==> src/rtl/bfa_pkg.sv <==
package bfa_pkg;

	localparam int MAX_BLOCKS = 4096;
	localparam int WORD_W     = 32;
	localparam int MAP_DEPTH  = MAX_BLOCKS / WORD_W;
	localparam int MAP_AW     = $clog2(MAP_DEPTH);
	localparam int BIT_AW     = $clog2(WORD_W);
	localparam int IDX_W      = 12;
	localparam int CNT_W      = 13;
	localparam int APB_AW     = 3;
	localparam int APB_DW     = 32;

	localparam logic [1:0] REQ_TOGGLE = 2'd0;
	localparam logic [1:0] REQ_TEST   = 2'd1;
	localparam logic [1:0] REQ_FIND   = 2'd2;

	localparam logic [0:0] REG_BLOCK_COUNT = 1'b0;

	typedef struct packed {
		logic [1:0]       req_type;
		logic [IDX_W-1:0] block_index;
		logic [CNT_W-1:0] run_length;
	} bfa_req_t;

	typedef struct packed {
		logic             bit_value;
		logic             found;
		logic [IDX_W-1:0] run_start;
		logic             out_of_range;
	} bfa_rsp_t;

	typedef enum logic [2:0] {
		ST_CLEAR,
		ST_IDLE,
		ST_ACCESS,
		ST_MODIFY,
		ST_SEARCH,
		ST_FIX,
		ST_RESULT
	} bfa_state_t;

	typedef struct packed {
		logic clear;
		logic latch;
		logic access;
		logic modify;
		logic scan;
		logic fix;
		logic load;
	} bfa_cmd_t;

	typedef struct packed {
		logic clear_done;
		logic in_rw;
		logic in_scan;
		logic scan_hit;
		logic scan_end;
		logic out_free;
	} bfa_sts_t;

endpackage

==> src/rtl/bfa_ctrl.sv <==
module bfa_ctrl (
	input  logic              clk,
	input  logic              arst_n,
	input  logic              req_valid,
	output logic              req_stall,
	input  bfa_pkg::bfa_sts_t sts,
	output bfa_pkg::bfa_cmd_t cmd
);
	import bfa_pkg::*;

	bfa_state_t state_q;
	bfa_state_t state_d;

	always_ff @(posedge clk or negedge arst_n) begin
		if (!arst_n) begin
			state_q <= ST_CLEAR;
		end else begin
			state_q <= state_d;
		end
	end

	always_comb begin
		state_d   = state_q;
		cmd       = '0;
		req_stall = 1'b1;
		case (state_q)
			ST_CLEAR: begin
				cmd.clear = 1'b1;
				if (sts.clear_done) begin
					state_d = ST_IDLE;
				end
			end
			ST_IDLE: begin
				req_stall = 1'b0;
				if (req_valid) begin
					cmd.latch = 1'b1;
					if (sts.in_rw) begin
						state_d = ST_ACCESS;
					end else if (sts.in_scan) begin
						state_d = ST_SEARCH;
					end else begin
						state_d = ST_RESULT;
					end
				end
			end
			ST_ACCESS: begin
				cmd.access = 1'b1;
				state_d    = ST_MODIFY;
			end
			ST_MODIFY: begin
				cmd.modify = 1'b1;
				state_d    = ST_RESULT;
			end
			ST_SEARCH: begin
				cmd.scan = 1'b1;
				if (sts.scan_hit) begin
					state_d = ST_FIX;
				end else if (sts.scan_end) begin
					state_d = ST_RESULT;
				end
			end
			ST_FIX: begin
				cmd.fix = 1'b1;
				state_d = ST_RESULT;
			end
			ST_RESULT: begin
				if (sts.out_free) begin
					cmd.load = 1'b1;
					state_d  = ST_IDLE;
				end
			end
			default: begin
				state_d = ST_IDLE;
			end
		endcase
	end

endmodule

==> config.mk <==
export PLATFORM = sky130hd
export DESIGN_NAME = bfa_ctrl
export DESIGN_NICKNAME = d
export VERILOG_FILES = /design/src/rtl/bfa_pkg.sv /design/src/rtl/bfa_ctrl.sv
export SDC_FILE = /design/constraint.sdc
export NUM_CORES = 1
export LEC_CHECK = 0
export BUFFER_PORTS_ARGS = -buffer_cell sky130_fd_sc_hd__buf_2
export CORE_AREA = 3 3 40 42
export CTS_BUF_LIST = sky130_fd_sc_hd__clkbuf_2 sky130_fd_sc_hd__clkbuf_4 sky130_fd_sc_hd__clkbuf_8
export DETAILED_ROUTE_END_ITERATION = 7
export DIE_AREA = 0 0 43 45
export HOLD_SLACK_MARGIN = 0.1
export SLEW_MARGIN = 20
export SYNTH_ARGS = -nofsm -noshare
export SYNTH_HDL_FRONTEND = slang
export SYNTH_SLANG_ARGS = --single-unit
==> constraint.sdc <==
create_clock -name clk -period 2.1 [get_ports clk]
set_clock_uncertainty 0.15 [all_clocks]
set_input_delay 0.42 -clock clk [delete_from_list [all_inputs] [get_ports clk]]
set_output_delay 0.42 -clock clk [all_outputs]
set_load 0.01 [all_outputs]
==> results of run 1 <==
worst register-to-register path: cells and delay by family (launching register included):
family / cells / cell delay (ns)
and+or+nand+nor: 1 / 0.49
DFF: 1 / 0.59
AOI/OAI and AO/OA: 2 / 0.32
logic make-up (layout without fill, tap and decap cells):
family / after synthesis / in the layout / share of synthesized area (%)
compound gates: 8 / 8 / 23.0
flops: 3 / 3 / 27.0
simple gates: 18 / 18 / 43.7
buf+inv: 4 / 22 / 6.30
power by group through the flow:
| stage | combinational [mW] | sequential (mW) | clock, mW |
|---|---|---|---|
| 2_1_floorplan | 0.255 | 0.120 | 0 |
| 3_3_place_gp | 0.262 | 0.192 | 0 |
| 3_5_place_dp | 0.262 | 0.193 | 0 |
| 4_1_cts | 0.266 | 0.193 | 0.120 |
| 5_1_grt | 0.300 | 0.208 | 0.123 |
| 6_report | 0.261 | 0.194 | 0.117 |
stage by stage:
step | cell area (µm²) | std cells | worst slack, ns | utilization [%]
after global placement | 363 | 61 | 0.435 | 28.2
after CTS | 403 | 66 | 0.183 | 31.4
after detailed placement | 363 | 61 | 0.435 | 28.2
after floorplan | 278 | 33 | 0.610 | -
after global routing | 403 | 66 | 0.119 | 31.4
final | 403 | 66 | 0.196 | 31.4
Yosys cell counts:
master,number,area (µm²)
dfrtp_1,3,75.1
nand2_1,3,11.3
nor2_1,3,11.3
buf_2,2,10.0
nor3b_1,2,15.0
o31ai_1,2,15.0
or4b_1,2,20.0
a21boi_0,1,7.51
a21oi_1,1,5.00
a311oi_1,1,8.76
and3_1,1,6.26
and3b_1,1,8.76
and4b_1,1,10.0
clkbuf_1,1,3.75
inv_1,1,3.75
nand4bb_1,1,11.3
nor2b_1,1,6.26
nor3_1,1,5.00
o211ai_2,1,12.5
o21ai_1,1,5.00
o21ba_1,1,10.0
or3b_1,1,8.76
or4_1,1,7.51
worst paths after layout:
check                        endpoint  slack, ns  cells past startpoint
setup / recovery            req_stall       0.20                      2
min in group clk           state_q[0]       0.41                      4
hold reg to reg            state_q[2]       0.60                      1
max in group asynchronous  state_q[1]       1.33                      2
setup reg to reg           state_q[0]       0.44                      3
hold / removal             state_q[0]       0.36                      2
layer usage:
| metal | track usage [%] | routed length (µm) | vias to the layer above |
|---|---|---|---|
| li1 | - | - | 162 |
| met1 | 12.0 | 384 | 137 |
| met2 | 10.8 | 266 | 15 |
| met3 | 1.59 | 43 | 0 |
| met4 | 5.42 | 0 | 0 |
| met5 | 0 | 0 | - |
area by class of cell:
class,count,area (µm²),area share [%]
Inverter,1,3.75,0.932
Timing Repair Buffer,17,90.1,22.4
Clock buffer,4,30.0,7.45
Multi-Input combinational cell,26,185,46.0
Sequential cell,3,75.1,18.6
Tap cell,15,18.8,4.66
==> out/qor.csv, run 1 <==
metric,value,unit
status,"complete, no violations",
cts_buffers,3,
largest-register,state_q,
dieArea,1940,µm²
pwr_density_cell,1420,nW/µm²
ctsLongestPathBuffers,2,
fillers,135,
drive_above_1_share,41.2,%
syn_avg_cell_area,8.42,µm²
netlist_instances,33,
cts_setup_buffers,0,
crit_type,flop to output port,
cts-resized-gates,0,
crit_slowest_cell,dfrtp_1,
fp.coreArea,1280,µm²
tightest_slew,0.421,ns
cap_violations,0,
avgRoutedWirePerCell,10.5,µm
relSlewSlack,71.9,%
hold_slack,0.365,ns
dr.pass1.iters,4,
cp_top_family,flip-flops,
cts_hold_buf,1,
grt_antenna_before_repair,0,
fin_crit_sh,90.7,%
clkLatencyLatePin,0.23,ns
yosys_warnings,0,
die_h,45,µm
final_cell_mix,"buf_2 (16), clkbuf_4 (4), nand2_1 (3), nor2_1 (3), dfrtp_1 (3)",
min_period,1.90,ns
syn_area,278,µm²
start_util,21.6,%
leakage,0.205,nW
swShare,44.0,%
cp_cell_sequence,"or3b_1, buf_2",
cp.arrival,1.33,ns
antenna_left,0,
setup_viol,0,
grt_pass1_vias,283,
seqPwrFrac,33.9,%
slew_violations,0,
yosysSeqAreaShare,27.0,%
min_path_type,primary input to async pin,
cts_tree,yes,
critPathLaunchType,flop,
layout_commonest_cell,buf_2,
slowest_delay,0.55,ns
drt-total-wl,694,µm
grt_pass1_wl,1200,µm
cp_max_fo,15,
cts.sink_count,3,
required,1.53,ns
end_kind,output port,
largest_reg_flops,3,
gp_congestion,0.732,
root_buffer,clkbuf_4,
finalPower,0.571,mW
ir_drop,518,µV
grt_max_degree,17,
p_int,0.320,mW
startpoint,state_q[0],
placement.io_buffers,16,
reg_top3,state_q: 3 flops,
grt_usage,8.24,%
hold_viol_final,0,
fin_tns_setup,0,ns
insertedDiodeCount,0,
nNetsFinal,61,
max_freq,525,MHz
rsz0062_at_grt,false,
area_growth_syn_to_layout,45.0,%
grt-ovfl-total,0,
htreeDepth,1,
ios,17,
die_x,43,µm
core.rowCount,13,
hpwlAfterDp,506,µm
num_vias,314,
power_frac_clock,20.4,%
critPathBufInv,1,
drc_errors,0,
synth.distinct_cells,23,
ys_ff_latch,3,
netSwitchingPower,0.251,mW
r2r-start,state_q[2],
pwr-share-comb,45.7,%
syn_nets,42,
drt_iter0_markers,6,
clkTransAtPathRegs,0.04,ns
routed_via_density,4.76,
Note: power is estimated with default switching activity, not from simulation.
==> run 2, diff against run 1 <==
--- a/config.mk
+++ b/config.mk
@@ -5,6 +5,7 @@
 export SDC_FILE = /design/constraint.sdc
 export NUM_CORES = 1
 export LEC_CHECK = 0
+export ABC_AREA = 1
 export BUFFER_PORTS_ARGS = -buffer_cell sky130_fd_sc_hd__buf_2
 export CORE_AREA = 3 3 40 42
 export CTS_BUF_LIST = sky130_fd_sc_hd__clkbuf_2 sky130_fd_sc_hd__clkbuf_4 sky130_fd_sc_hd__clkbuf_8
==> run 2 against run 1 <==
Compared with the run above:
- via count increased by 19%
- flip-flop and latch count unchanged
- total power increased by 25%
- hold slack got worse by 0.027 ns
- worst setup slack about the same
- highest routed layer unchanged
- register-to-register slack improved by 0.26 ns
- sequential power increased by 3%
- final cell count increased by 32%
- wire length increased by 18%
- first-iteration DRC count decreased by 83%
- largest cell class unchanged
==> out/qor.csv, run 2 <==
metric,value,unit,change
clkTransAtPathRegs,0.04,ns,about the same
num_vias,374,,+19%
final_util,38.1,%,+6.7 points
crit_slowest_cell,dfrtp_1,,
ctsLongestPathBuffers,2,,unchanged
busiest_layer,met2,,
netlist_instances,54,,+64%
synth.distinct_cells,19,,-17%
ys_ff_latch,3,,unchanged
leakage,0.285,nW,+39%
synth_top_area_share,19.5,%,-7.5 points
ir_drop,385,µV,-26%
holdPathStages,4,,
cts-resized-gates,0,,unchanged
area_growth_syn_to_layout,27.4,%,
gr-usage-met1,11.8,%,-0.21 points
drt-total-wl,818,µm,+18%
critPathLaunchType,flop,,
placement.io_buffers,16,,unchanged
die_h,45,µm,unchanged
netlist_top_cells_area,"dfrtp_1 (20%), nand3_2 (10%), nand2_1 (9.8%), buf_6 (8.8%), inv_1 (6.8%)",,
antenna_left,0,,unchanged
slew_violations,0,,unchanged
r2r_cells,6,,+3
grt_pass1_vias,361,,+28%
max_freq,525,MHz,about the same
status,"complete, no violations",,
drc_errors,0,,unchanged
critPathBufInv,3,,+2
avgRoutedWirePerCell,9.40,µm,-11%
ys_async_sr_fraction,100,%,unchanged
hold_slack,0.337,ns,-0.0274 ns
htreeDepth,1,,unchanged
cp_top_family,flip-flops,,
cts.sink_count,3,,unchanged
required,1.53,ns,about the same
relSlewSlack,67.0,%,-4.9 points
grt_use_met3,3.59,%,+2.0 points
end_kind,output port,,
tightest_slew,0.495,ns,+0.0733 ns
yosysSeqAreaShare,19.5,%,-7.5 points
grt_max_degree,10,,-7
cp_num_cells,6,,+4
min_period,1.90,ns,+0.000316 ns
largest-register,state_q,,
grt_usage,10.1,%,+1.8 points
seqPwrFrac,28.0,%,-5.9 points
instances_no_fill,87,,+32%
syn_nets,63,,+50%
core.rowCount,13,,unchanged
hpwlAfterDp,684,µm,+35%
swShare,52.1,%,+8.1 points
drive_above_1_share,51.4,%,+10 points
dr.pass1.iters,2,,-2
nNetsFinal,82,,+34%
drt_iter0_markers,1,,-5
crit_type,flop to output port,,
dieArea,1940,µm²,unchanged
slowest_delay,0.52,ns,-0.03 ns
fp.coreArea,1280,µm²,unchanged
final_cell_mix,"buf_2 (16), nand2_1 (10), inv_1 (7)",,
synth_top_cell_by_area,dfrtp_1,,
yosys_warnings,0,,unchanged
routed_via_density,4.30,,-9.6%
netSwitchingPower,0.372,mW,+48%
yosysMostFrequentCell,nand2_1,,
cap_violations,0,,unchanged
fin_ws,0.196,ns,-0.000316 ns
layout_commonest_cell,buf_2,,
cp_max_fo,8,,-7
die_x,43,µm,unchanged
power_frac_clock,16.5,%,-3.9 points
rsz0062_at_grt,false,,
ys_top_cells_by_count,"nand2_1 (10), inv_1 (7), nand3_2 (4), nor2_1 (4)",,
cts_tree,yes,,
post-place-ws,0.423,ns,-0.0121 ns
pwr_density_cell,1460,nW/µm²,+3.0%
gp_congestion,0.769,,+5.1%
fin_tns_setup,0,ns,unchanged
hold_viol_final,0,,unchanged
synth-edff-count,0,,unchanged
ios,17,,unchanged
syn_area,384,µm²,+38%
cp_cell_sequence,"inv_6, nand2_2, nor2_2, inv_1, nor2_1, buf_2",,
insertedDiodeCount,0,,unchanged
root_buffer,clkbuf_4,,
grt-ovfl-total,0,,unchanged
grt_pass1_wl,1500,µm,+25%
setup_viol,0,,unchanged
clkLatencyLatePin,0.24,ns,about the same
dp.cells,82,,+34%
synthFlopType,dfrtp_1,,
fin_crit_sh,90.7,%,about the same
cp.arrival,1.33,ns,about the same
reg_top3,state_q: 3 flops,,
cts_buffers,3,,unchanged
min_path_type,primary input to flop,,
fillers,147,,+8.9%
p_int,0.342,mW,+7.0%
pwr-share-comb,55.5,%,+9.8 points
grt_antenna_before_repair,0,,unchanged
start_util,29.9,%,+8.3 points
largest_reg_flops,3,,unchanged
use_met2,16.2,%,+5.4 points
syn_avg_cell_area,7.11,µm²,-15%
-- run 2: cell count changes in the layout (fill, tap and decap cells not counted), moves of 3 or more --
cell     delta
nand3_2     +4
o21ai_0     +3
nand2_2     +3
inv_1       +6
nand2_1     +7
-- run 2: worst paths after layout --
path / start / endpoint / slack [ns]
worst min-delay path: sts[0] / state_q[1] / 0.34
worst max-delay path: state_q[2] / cmd[5] / 0.20
worst min register to register: state_q[2] / state_q[2] / 0.62
max in group asynchronous: arst_n / state_q[0] / 1.33
min in group asynchronous: arst_n / state_q[1] / 0.36
worst max register to register: state_q[1] / state_q[1] / 0.70
-- run 2: repair_timing --
| action | CTS | global route |
|---|---|---|
| setup buffers | 0 | 0 |
| setup endpoints to repair | 0 | 0 |
| hold endpoints to repair | 3 | 0 |
| hold buffers | 1 | 0 |
-- run 2: logic make-up (layout without fill, tap and decap cells) --
| kind of cell | Yosys count | after routing | share of synthesized area [%] |
|---|---|---|---|
| buffers and inverters | 14 | 32 | 21.5 |
| DFF | 3 | 3 | 19.5 |
| AOI/OAI and AO/OA | 5 | 5 | 6.51 |
| and+or+nand+nor | 32 | 32 | 52.4 |
-- run 2: final cells by class --
class | instances | area [µm²] | share of cell area, %
Clock buffer | 4 | 30.0 | 6.14
Inverter | 11 | 48.8 | 9.97
Multi-Input combinational cell | 37 | 226 | 46.3
Sequential cell | 3 | 75.1 | 15.3
Tap cell | 15 | 18.8 | 3.84
Timing Repair Buffer | 17 | 90.1 | 18.4
-- run 2: worst reg2reg max path: stages (launching register included) --
cell and delay (ns):
dfrtp_1 0.64, inv_4 0.06, nand3_1 0.10, nand2_1 0.06, nand3b_1 0.16, nand2_1 0.07
nand2_1 0.04
-- run 2: metrics by stage --
step,power (mW),cell area (µm²)
final,0.715,489
after global routing,0.786,489
after CTS,0.723,489
after detailed placement,0.601,449
after global placement,0.599,449
after floorplan,0.551,384
-- run 2: power groups by stage --
stage	combinational [mW]	sequential (mW)	clock (mW)
floorplan	0.451	0.101	0
global placement	0.397	0.203	0
detailed placement	0.396	0.204	0
CTS	0.400	0.202	0.121
global route	0.448	0.212	0.127
finish	0.397	0.200	0.118
-- run 2: routing by layer --
metal / up-vias / wire, µm / part of all wire [%]
met5: - / 0 / 0
met4: 0 / 0 / 0
met3: 0 / 61 / 7.5
met2: 11 / 419 / 51
met1: 162 / 337 / 41
li1: 201 / - / -
